===== src/hdl/assert_macros.svh =====
// assertion helpers for the rtl files; the top filter file includes them
`ifndef ASSERT_MACROS_SVH
`define ASSERT_MACROS_SVH

// same-cycle implication, disabled while reset is high
`define ASSERT_NOW(lbl, clk, rst, ante, cons, msg) \
   lbl: assert property (@(posedge clk) disable iff (rst) (ante) |-> (cons)) else $error(msg);

// next-cycle implication, disabled while reset is high
`define ASSERT_NEXT(lbl, clk, rst, ante, cons, msg) \
   lbl: assert property (@(posedge clk) disable iff (rst) (ante) |=> (cons)) else $error(msg);

`endif


===== src/hdl/caf_pkg.sv =====
`default_nettype none

package caf_pkg;

   // table size
   localparam int RULES_DEFAULT = 16;

   // request kinds carried on tuser
   localparam logic REQ_WRITE = 1'b0;
   localparam logic REQ_CHECK = 1'b1;

   // address families on the request
   localparam logic [1:0] FAM_V4 = 2'd0;
   localparam logic [1:0] FAM_V6 = 2'd1;

   // stored rule family
   localparam logic RULE_V4 = 1'b0;
   localparam logic RULE_V6 = 1'b1;

   // prefix limits
   localparam logic [7:0] V4_MAX_PREFIX = 8'd32;
   localparam logic [7:0] V6_MAX_PREFIX = 8'd128;

   // upper half of the low word of a v4-mapped ipv6 address
   localparam logic [31:0] V4_MAPPED_TAG = 32'h0000_FFFF;

   typedef enum logic [1:0] {
      MODE_DISABLED     = 2'd0,
      MODE_ALLOW_EXCEPT = 2'd1,
      MODE_DENY_EXCEPT  = 2'd2,
      MODE_UNKNOWN      = 2'd3
   } mode_type;

   typedef enum logic [1:0] {
      ST_IDLE,
      ST_SCAN,
      ST_DRAIN,
      ST_RESP
   } state_type;

   // which rules a check is matched against
   typedef enum logic [1:0] {
      CLS_V4,
      CLS_V6,
      CLS_NONE
   } cls_type;

   typedef struct packed {
      logic        family;
      logic [7:0]  prefix;
      logic [63:0] net_hi;
      logic [63:0] net_lo;
   } rule_type;

   typedef struct packed {
      logic    entry_valid;
      cls_type cls;
   } match_ctrl_type;

endpackage

`default_nettype wire


===== src/hdl/caf_ram.sv =====
`default_nettype none

module caf_ram #(
   parameter int WIDTH = 8,
   parameter int DEPTH = caf_pkg::RULES_DEFAULT
) (
   input  wire logic                                   clock,
   input  wire logic                                   wr_en,
   input  wire logic [(DEPTH > 1 ? $clog2(DEPTH) : 1)-1:0] wr_addr,
   input  wire logic [WIDTH-1:0]                       wr_data,
   input  wire logic                                   rd_en,
   input  wire logic [(DEPTH > 1 ? $clog2(DEPTH) : 1)-1:0] rd_addr,
   output logic      [WIDTH-1:0]                       rd_data
);

   logic [WIDTH-1:0] mem_ff [DEPTH];
   logic [WIDTH-1:0] rd_data_ff;

   always_ff @(posedge clock) begin
      if (wr_en) begin
         mem_ff[wr_addr] <= wr_data;
      end
      if (rd_en) begin
         rd_data_ff <= mem_ff[rd_addr];
      end
   end

   assign rd_data = rd_data_ff;

endmodule

`default_nettype wire


===== src/hdl/caf_match.sv =====
`default_nettype none

module caf_match (
   input  wire caf_pkg::match_ctrl_type ctrl,
   input  wire caf_pkg::rule_type       rule,
   input  wire logic [63:0]             addr_hi,
   input  wire logic [63:0]             addr_lo,
   output logic                         hit
);

   logic [31:0]  mask_v4;
   logic [127:0] mask_v6;
   logic         eq_v4;
   logic         eq_v6;

   // leading-ones masks; a shift by the full width gives all ones
   always_comb begin
      mask_v4 = ~(32'hFFFF_FFFF >> rule.prefix);
      mask_v6 = ~({128{1'b1}} >> rule.prefix);
      eq_v4   = ((addr_lo[31:0] ^ rule.net_lo[31:0]) & mask_v4) == 32'd0;
      eq_v6   = (({addr_hi, addr_lo} ^ {rule.net_hi, rule.net_lo}) & mask_v6) == 128'd0;
   end

   always_comb begin
      hit = 1'b0;
      case (ctrl.cls)
         caf_pkg::CLS_V4: hit = ctrl.entry_valid && rule.family == caf_pkg::RULE_V4 && eq_v4;
         caf_pkg::CLS_V6: hit = ctrl.entry_valid && rule.family == caf_pkg::RULE_V6 && eq_v6;
         default:         hit = 1'b0;
      endcase
   end

endmodule

`default_nettype wire


===== src/hdl/cidr_acl_address_filter.sv =====
// check: result valid after the scan state (one rule per cycle) and then the drain state
// write: result valid in the cycle after the request transfer
// a new request is taken only once the last response has been taken; the scan is run by
//    the single shared comparator that walks the rule table through one ram read port
// reset is synchronous: clears all rule valid marks and the mode; rule contents are kept
`default_nettype none

`include "assert_macros.svh"

module cidr_acl_address_filter #(
   parameter int RULES = caf_pkg::RULES_DEFAULT
) (
   input  wire logic         clock,
   input  wire logic         reset,
   // request channel
   input  wire logic         req_tvalid,
   output logic              req_tready,
   // tdata, low bit up: rule_index[3:0], rule_enable[4], addr_family[6:5],
   // rule_prefix_len[14:7], addr_hi[78:15], addr_lo[142:79], zero pad[143]
   input  wire logic [143:0] req_tdata,
   // tuser: req_type (0 rule write, 1 address check)
   input  wire logic         req_tuser,
   // response channel
   output logic              rsp_tvalid,
   input  wire logic         rsp_tready,
   // tdata, low bit up: allowed[0], matched[1], zero pad[7:2]
   output logic [7:0]        rsp_tdata,
   // mode register write
   input  wire logic         csr_valid,
   output logic              csr_ready,
   input  wire logic [1:0]   csr_data
);

   localparam int IDX_W = (RULES > 1) ? $clog2(RULES) : 1;
   localparam int RULE_W = $bits(caf_pkg::rule_type);

   // request fields
   logic [3:0]  f_index;
   logic        f_enable;
   logic [1:0]  f_family;
   logic [7:0]  f_prefix;
   logic [63:0] f_hi;
   logic [63:0] f_lo;

   assign f_index  = req_tdata[3:0];
   assign f_enable = req_tdata[4];
   assign f_family = req_tdata[6:5];
   assign f_prefix = req_tdata[14:7];
   assign f_hi     = req_tdata[78:15];
   assign f_lo     = req_tdata[142:79];

   // sequencer and datapath registers
   caf_pkg::state_type state_ff, state_in;
   caf_pkg::mode_type  mode_ff, mode_in;
   logic [RULES-1:0]   valid_ff, valid_in;
   logic [IDX_W-1:0]   cnt_ff, cnt_in;
   logic               pipe_ff, pipe_in;      // a ram read is landing this cycle
   logic               ent_valid_ff, ent_valid_in;
   caf_pkg::cls_type   cls_ff, cls_in;
   logic [63:0]        hi_ff, hi_in;
   logic [63:0]        lo_ff, lo_in;
   logic               hit_ff, hit_in;
   logic               rsp_allowed_ff, rsp_allowed_in;
   logic               rsp_matched_ff, rsp_matched_in;

   logic               req_xfer;
   logic               rd_en;
   logic               wr_en;
   logic [8:0]         wide_index;
   logic               in_range;
   logic               rule_keep;
   caf_pkg::rule_type  wr_rule;
   caf_pkg::rule_type  rd_rule;
   logic [RULE_W-1:0]  rd_bits;
   caf_pkg::match_ctrl_type ctrl;
   logic               cmp_hit;
   logic               final_hit;
   logic               mapped;

   assign req_xfer   = req_tvalid && req_tready;
   assign csr_ready  = 1'b1;
   assign wide_index = {5'd0, f_index};
   assign in_range   = wide_index < 9'(RULES);
   // an enabled write of a known family loads the entry, anything else clears it
   assign rule_keep  = f_enable && (f_family == caf_pkg::FAM_V4 || f_family == caf_pkg::FAM_V6);
   assign mapped     = (f_hi == 64'd0) && (f_lo[63:32] == caf_pkg::V4_MAPPED_TAG);

   // saturate the prefix per family
   always_comb begin
      wr_rule.family = f_family[0];
      wr_rule.net_hi = f_hi;
      wr_rule.net_lo = f_lo;
      if (f_family == caf_pkg::FAM_V4) begin
         wr_rule.prefix = (f_prefix > caf_pkg::V4_MAX_PREFIX) ? caf_pkg::V4_MAX_PREFIX : f_prefix;
      end else begin
         wr_rule.prefix = (f_prefix > caf_pkg::V6_MAX_PREFIX) ? caf_pkg::V6_MAX_PREFIX : f_prefix;
      end
   end

   assign wr_en = req_xfer && req_tuser == caf_pkg::REQ_WRITE && in_range && rule_keep;

   // rule table: one write port for loads, one read port for the scan
   caf_ram #(
      .WIDTH (RULE_W),
      .DEPTH (RULES)
   ) u_rules (
      .clock   (clock),
      .wr_en   (wr_en),
      .wr_addr (wide_index[IDX_W-1:0]),
      .wr_data (wr_rule),
      .rd_en   (rd_en),
      .rd_addr (cnt_ff),
      .rd_data (rd_bits)
   );

   assign rd_rule = caf_pkg::rule_type'(rd_bits);

   // shared masked comparator, one rule per cycle
   assign ctrl.entry_valid = pipe_ff && ent_valid_ff;
   assign ctrl.cls         = cls_ff;

   caf_match u_match (
      .ctrl    (ctrl),
      .rule    (rd_rule),
      .addr_hi (hi_ff),
      .addr_lo (lo_ff),
      .hit     (cmp_hit)
   );

   assign final_hit = hit_ff || cmp_hit;

   // next state
   always_comb begin
      state_in = state_ff;
      case (state_ff)
         caf_pkg::ST_IDLE: begin
            if (req_xfer) begin
               state_in = (req_tuser == caf_pkg::REQ_CHECK) ? caf_pkg::ST_SCAN : caf_pkg::ST_RESP;
            end
         end
         caf_pkg::ST_SCAN: begin
            if (cnt_ff == IDX_W'(RULES - 1)) begin
               state_in = caf_pkg::ST_DRAIN;
            end
         end
         caf_pkg::ST_DRAIN: state_in = caf_pkg::ST_RESP;
         caf_pkg::ST_RESP: begin
            if (rsp_tready) begin
               state_in = caf_pkg::ST_IDLE;
            end
         end
         default: state_in = caf_pkg::ST_IDLE;
      endcase
   end

   // sequencer outputs
   always_comb begin
      req_tready = 1'b0;
      rsp_tvalid = 1'b0;
      rd_en      = 1'b0;
      case (state_ff)
         caf_pkg::ST_IDLE:  req_tready = 1'b1;
         caf_pkg::ST_SCAN:  rd_en      = 1'b1;
         caf_pkg::ST_DRAIN: rd_en      = 1'b0;
         caf_pkg::ST_RESP:  rsp_tvalid = 1'b1;
         default:           req_tready = 1'b0;
      endcase
   end

   assign rsp_tdata = {6'd0, rsp_matched_ff, rsp_allowed_ff};

   // datapath next values
   always_comb begin
      mode_in        = mode_ff;
      valid_in       = valid_ff;
      cnt_in         = cnt_ff;
      pipe_in        = rd_en;
      ent_valid_in   = valid_ff[cnt_ff];
      cls_in         = cls_ff;
      hi_in          = hi_ff;
      lo_in          = lo_ff;
      hit_in         = hit_ff;
      rsp_allowed_in = rsp_allowed_ff;
      rsp_matched_in = rsp_matched_ff;

      if (csr_valid && csr_ready) begin
         mode_in = caf_pkg::mode_type'(csr_data);
      end

      if (req_xfer) begin
         if (req_tuser == caf_pkg::REQ_WRITE) begin
            if (in_range) begin
               valid_in[wide_index[IDX_W-1:0]] = rule_keep;
            end
            rsp_allowed_in = 1'b0;
            rsp_matched_in = 1'b0;
         end else begin
            cnt_in = '0;
            hit_in = 1'b0;
            hi_in  = f_hi;
            lo_in  = f_lo;
            // v4-mapped ipv6 goes to the ipv4 rules
            if (f_family == caf_pkg::FAM_V4 || (f_family == caf_pkg::FAM_V6 && mapped)) begin
               cls_in = caf_pkg::CLS_V4;
            end else if (f_family == caf_pkg::FAM_V6) begin
               cls_in = caf_pkg::CLS_V6;
            end else begin
               cls_in = caf_pkg::CLS_NONE;
            end
         end
      end

      if (state_ff == caf_pkg::ST_SCAN) begin
         cnt_in = cnt_ff + IDX_W'(1);
         hit_in = final_hit;
      end

      // last compare lands here, mode turns the match into an answer
      if (state_ff == caf_pkg::ST_DRAIN) begin
         hit_in         = final_hit;
         rsp_matched_in = final_hit;
         case (mode_ff)
            caf_pkg::MODE_ALLOW_EXCEPT: rsp_allowed_in = !final_hit;
            caf_pkg::MODE_DENY_EXCEPT:  rsp_allowed_in = final_hit;
            default:                    rsp_allowed_in = 1'b1;
         endcase
      end
   end

   // control state
   always_ff @(posedge clock) begin
      if (reset) begin
         state_ff <= caf_pkg::ST_IDLE;
         mode_ff  <= caf_pkg::MODE_DISABLED;
         valid_ff <= '0;
         pipe_ff  <= 1'b0;
      end else begin
         state_ff <= state_in;
         mode_ff  <= mode_in;
         valid_ff <= valid_in;
         pipe_ff  <= pipe_in;
      end
   end

   // payload, no reset needed
   always_ff @(posedge clock) begin
      cnt_ff         <= cnt_in;
      ent_valid_ff   <= ent_valid_in;
      cls_ff         <= cls_in;
      hi_ff          <= hi_in;
      lo_ff          <= lo_in;
      hit_ff         <= hit_in;
      rsp_allowed_ff <= rsp_allowed_in;
      rsp_matched_ff <= rsp_matched_in;
   end

   // checks
   `ASSERT_NOW(a_no_overlap, clock, reset, req_tready, !rsp_tvalid, "request taken while a response is pending")
   `ASSERT_NEXT(a_check_scans, clock, reset, req_xfer && req_tuser == caf_pkg::REQ_CHECK, state_ff == caf_pkg::ST_SCAN, "check did not start a scan")
   `ASSERT_NEXT(a_write_resp, clock, reset, req_xfer && req_tuser == caf_pkg::REQ_WRITE, rsp_tvalid && rsp_tdata == 8'd0, "write response missing or not zero")
   `ASSERT_NEXT(a_drain_resp, clock, reset, state_ff == caf_pkg::ST_DRAIN, rsp_tvalid, "scan end did not raise a response")
   `ASSERT_NOW(a_none_no_match, clock, reset, rsp_tvalid && cls_ff == caf_pkg::CLS_NONE && !$past(req_xfer), !rsp_tdata[1], "other family reported a match")

endmodule

`default_nettype wire


===== config.mk =====
export PLATFORM = sky130hd
export DESIGN_NAME = cidr_acl_address_filter
export DESIGN_NICKNAME = d
export VERILOG_FILES = /design/src/hdl/caf_pkg.sv /design/src/hdl/caf_ram.sv /design/src/hdl/caf_match.sv /design/src/hdl/cidr_acl_address_filter.sv
export VERILOG_INCLUDE_DIRS = /design/src /design/src/hdl
export SDC_FILE = /design/constraint.sdc
export NUM_CORES = 2
export LEC_CHECK = 0
export BUFFER_PORTS_ARGS = -buffer_cell sky130_fd_sc_hd__buf_4
export CELL_PAD_IN_SITES_DETAIL_PLACEMENT = 2
export CELL_PAD_IN_SITES_GLOBAL_PLACEMENT = 2
export CORE_MARGIN = 2
export CORE_UTILIZATION = 52
export CTS_BUF_LIST = sky130_fd_sc_hd__clkbuf_8
export DETAILED_ROUTE_END_ITERATION = 8
export PLACE_DENSITY = 0.9
export SYNTH_ARGS = -nofsm -noshare
export SYNTH_HDL_FRONTEND = slang
export SYNTH_HIERARCHICAL = 1
export SYNTH_SLANG_ARGS = --single-unit

===== constraint.sdc =====
create_clock -name clock -period 13.7 [get_ports clock]
set_clock_uncertainty 0.15 [all_clocks]
set_input_delay 0.685 -clock clock [delete_from_list [all_inputs] [get_ports clock]]
set_output_delay 0.685 -clock clock [all_outputs]
set_load 0.02 [all_outputs]

==> key figures, run 1 <==
Status
  – Status: stopped before the end
  – Fail Step: detailed placement (3_5_place_dp)
  – Tool Error: [ERROR DPL-0033] detailed placement checks failed during check placement.

Synth
  – Synth Warn #: 6
  – Ys async rst share: 0%
  – Yosys top cell area share: 77.3%
  – Synth Instances: approximately 4.4k
  – Seq/Total Area, Yosys: just under 80%
  – Largest cells by area after synthesis: edfxtp_1 (77%), mux4_2 (12%), a22oi_1 (1.8%), mux2_2 (0.91%), xnor2_1 (0.65%)
  – Commonest cells in the netlist: edfxtp_1 (2466), mux4_2 (511), a22oi_1 (233), nand2_1 (136), clkbuf_1 (94)
  – Cell area after synthesis: roughly 96000 um^2
  – Ys flop type: edfxtp_1
  – Synth unique cells: 78
  – Most frequent cell after synthesis: edfxtp_1
  – Register bit total from synthesis: 2488
  – Cell taking the most area after synthesis: edfxtp_1
  – Number of synthesized flops with an enable pin: ~2.5k
  – Avg Cell Area, Syn: 21.5 um^2

Place
  – Number of buffers added on ports: 154
  – Final Wtd Congestion: 0.927
  – Hpwl dp: 221000 um

Die
  – Num rows: 157
  – Die Width: 433 um
  – Ports: about 160
  – Initial Util: 52.3%
  – Die Ht: 433 um
[cells by family after synthesis]
group	count (synthesis)	share of synthesized area (%)
buffers and inverters	258	1.45
multiplexers	635	13.4
XOR/XNOR	134	1.23
flip-flops	2488	77.8
adder cells (fa/ha/maj)	8	0.105
other	2	0.00784
AO/OA/AOI/OAI	502	3.70
AND/OR/NAND/NOR	419	2.30
[through the flow]
stage,worst slack (ns),std cells,area [um^2],hold slack [ns]
floorplan,1.63,4451,95800,0.305
global placement,8.64,6922,99700,0.318
==> run 2: changes to the inputs <==
--- a/config.mk
+++ b/config.mk
@@ -7,13 +7,10 @@
 export NUM_CORES = 2
 export LEC_CHECK = 0
 export BUFFER_PORTS_ARGS = -buffer_cell sky130_fd_sc_hd__buf_4
-export CELL_PAD_IN_SITES_DETAIL_PLACEMENT = 2
-export CELL_PAD_IN_SITES_GLOBAL_PLACEMENT = 2
 export CORE_MARGIN = 2
-export CORE_UTILIZATION = 52
-export CTS_BUF_LIST = sky130_fd_sc_hd__clkbuf_8
+export CORE_UTILIZATION = 40
 export DETAILED_ROUTE_END_ITERATION = 8
-export PLACE_DENSITY = 0.9
+export PLACE_DENSITY_LB_ADDON = 0.15
 export SYNTH_ARGS = -nofsm -noshare
 export SYNTH_HDL_FRONTEND = slang
 export SYNTH_HIERARCHICAL = 1
==> run 2 against run 1 <==
Effect of this change: the flow now finishes without violations; synthesized area unchanged; synthesized cell count unchanged.
==> key figures, run 2 <==
Status
  – Status: finished clean

Worst hold path
  – Min-delay src: req_tdata[3]
  – Worst Hold Class: in2reg

Die
  – Die Ht: 493 um (+14%)
  – Core Area: between 200000 and 250000 um^2
  – Die Width: 493 um (+14%)
  – Die area: 243000 um^2
  – Num rows: 179 (+14%)
  – Initial Util: 40.3% (-12 points)
  – Ports: 163 (unchanged)

Place
  – Hpwl dp: 143000 um (-35%)
  – Number of buffers added on ports: 154 (unchanged)
  – Final Wtd Congestion: 0.911 (-1.7%)
  – Placed insts: 7647
  – Pre-CTS WS: 8.10 ns

Global routing
  – Vias in the first global route: 48.6k
  – Pin count of the biggest net entering global routing: 109
  – First-pass GRT wire length: 373000 um
  – Initial antenna violation count: 33
  – Total gr overflow: 0
  – Total track usage: 21.6%

Synth
  – Seq/Total Area, Yosys: 77.8% (unchanged)
  – Cell area after synthesis: 95800 um^2 (unchanged)
  – Most frequent cell after synthesis: edfxtp_1
  – Register bit total from synthesis: 2488 (unchanged)
  – Largest cells by area after synthesis: edfxtp_1 (77%), mux4_2 (12%), a22oi_1 (1.8%), mux2_2 (0.91%), xnor2_1 (0.65%)
  – Synth Warn #: 6 (unchanged)
  – Ys flop type: edfxtp_1
  – Ys async rst share: 0% (unchanged)
  – Number of synthesized flops with an enable pin: 2466 (unchanged)
  – Cell taking the most area after synthesis: edfxtp_1
  – Commonest cells in the netlist: edfxtp_1 (2466), mux4_2 (511), a22oi_1 (233), nand2_1 (136), clkbuf_1 (94)
  – Yosys top cell area share: 77.3% (unchanged)
  – Synth Instances: 4446 (unchanged)
  – Synth unique cells: 78 (unchanged)
  – Avg Cell Area, Syn: 21.5 um^2 (unchanged)

Drt
  – Initial drt markers: 5010
  – Routed Antenna Nets: 0
  – Drt total wl: 264000 um
  – Routed WL per cell: 31.9 um
  – Total number of vias: 47.8k
  – DR vias/cell: 5.78
  – First-pass iteration count of the detailed router: 5
  – Number of remaining DRC errors: 0

Setup path
  – CP max-delay cell: nor2_4
  – Worst-path cell chain: inv_1 -> ha_1 -> nand2_1 -> nor3b_1 -> nand3b_1 -> nor2_4 -> buf_4 -> buf_4
  – CP Data Arrival Time: around 5.6 ns
  – Crit path top cell by count: buf_4
  – R2R Path Start: state_ff[1]
  – Critical Path Source: state_ff[1]
  – CP endpoint kind: flip-flop
  – Nature of the critical path startpoint: flip-flop
  – Max FO, Critical Path: 41
  – Crit-path max cell delay: approximately 1.1 ns
  – Worst endpoint required time: 14.07 ns
  – Critical path class: reg2reg

Timing
  – Final hold violations: 0
  – Final period utilization: roughly 38%
  – Slew Viols, Final: 0
  – # setup viols final: 0
  – Max_slew headroom: 10.7%
  – Unrepaired setup endpoints after global routing: false
  – Sum Neg Setup Slack: 0 ns
  – Final worst setup slack: 8.51 ns
  – FMAX: slightly below 200 MHz
  – Worst-Margin Slew: 1.34 ns
  – Fin crit period: 5.19 ns

Power
  – Peak VDD IR: 0.000147 V
  – Clock network fraction of total power: 32.9%
  – Sequential Power Share: 42.5%
  – P_sw: 6.22 mW
  – Int Power: ~15 mW
  – Leakage: roughly 34 nW
  – Logic gate share of total power: 24.7%
  – Power after layout: 21.1 mW
  – PwrDens: 191 nW/um^2
  – Sw Share: 29.5%

Cells and area
  – Most common cell after layout, fill and taps aside: edfxtp_1
  – Most flops, register: u_rules/mem_ff
  – Most frequent cells in the layout: edfxtp_1 (2466), mux4_2 (511), clkbuf_16 (290)
  – Synth-to-Final Area Change: 15.4%
  – Layout cell share with drive strength beyond 1: 24.5%
  – Multi-input logic area: 20100 um^2
  – Register area: 74500 um^2
  – Fin nets: 5063
  – Core Util, Final: 46.4%
  – Finished Layout Cells: 8263
  – Max reg flops: 2192
  – # fillers: 20.0k

Clock tree
  – Postcts setup bufs: 0
  – TritonCTS clock tree: yes
  – Total CTS buffers: 282
  – Number of clock sinks: 2488
  – Max clock buf depth: 4
  – Clock slew at reported path FFs: 0.06 ns
  – Clk_lat worst skew: 0.94 ns
  – Root buffer cell: clkbuf_16
  – H-tree levels: 5

Flow run
  – Max-cap violation count: 0
==> run 2: cell counts after synthesis <==
No cell type changed its count.
==> run 2: routing by layer <==
metal | track usage (%) | routed length [um] | vias to the layer above | part of all wire [%]
met5 | 0 | 202 | - | 0.077
met2 | 33.6 | 123000 | 1567 | 47
met3 | 3.35 | 15100 | 329 | 5.7
met1 | 32.5 | 121000 | 26200 | 46
met4 | 4.20 | 4080 | 32 | 1.5
li1 | - | - | 19600 | -
==> run 2: logic make-up after synthesis <==
family	synth area share, %
simple gates	2.30
compound gates	3.70
other cells	0.00784
mux	13.4
flops	77.8
buf+inv	1.45
xor+xnor	1.23
fa+ha+maj	0.105
==> run 2: what timing repair did <==
| item | CTS | global route |
|---|---|---|
| endpoints found under the hold margin | 2203 | 0 |
| gates resized for setup | 0 | 0 |
| hold buffers | 139 | 0 |
| setup endpoints to repair | 0 | 0 |
==> run 2: worst max-delay path: cells and delay by family (launching register included) <==
| kind | cells | cell delay [ns] |
|---|---|---|
| adder cells (fa/ha/maj) | 1 | 0.32 |
| buffers and inverters | 3 | 1.81 |
| flip-flops | 1 | 0.33 |
| AND/OR/NAND/NOR | 4 | 2.10 |
==> run 2: final cells by class <==
cell class              instances  share of cell area, %
diodes                          9                 0.0204
clock buffers                 367                   6.83
clock inverters               101                  0.693
inverters                      19                 0.0691
multi-input cells            1705                   18.2
flip-flops and latches       2488                   67.4
well taps                    3167                   3.59
repair buffers                407                   3.21
==> run 2: worst paths after layout <==
kind	slack, ns	end	cells past startpoint
worst min register to register	0.34	valid_ff[5]	2
worst max-delay path	8.51	u_rules/mem_ff[11][101]	8
worst max register to register	8.51	u_rules/mem_ff[11][101]	8
worst min-delay path	0.07	valid_ff[12]	4
==> run 2: metrics by stage <==
stage	area, um^2	hold WS (ns)
after CTS	110000	0.00538
after floorplan	95800	0.305
after detailed placement	101000	0.331
final	110000	0.0724
after global routing	110000	0.0811
after global placement	101000	0.317
==> run 2: power by group through the flow <==
stage	Combinational [mW]	Clock [mW]	Sequential, mW
2_1_floorplan	3.46	0	9.09
3_3_place_gp	5.24	0	9.12
3_5_place_dp	5.23	0	9.12
4_1_cts	5.28	7.10	8.97
5_1_grt	5.53	7.40	8.98
6_report	5.21	6.94	8.96
No activity file was read; power rests on OpenSTA's default activity.
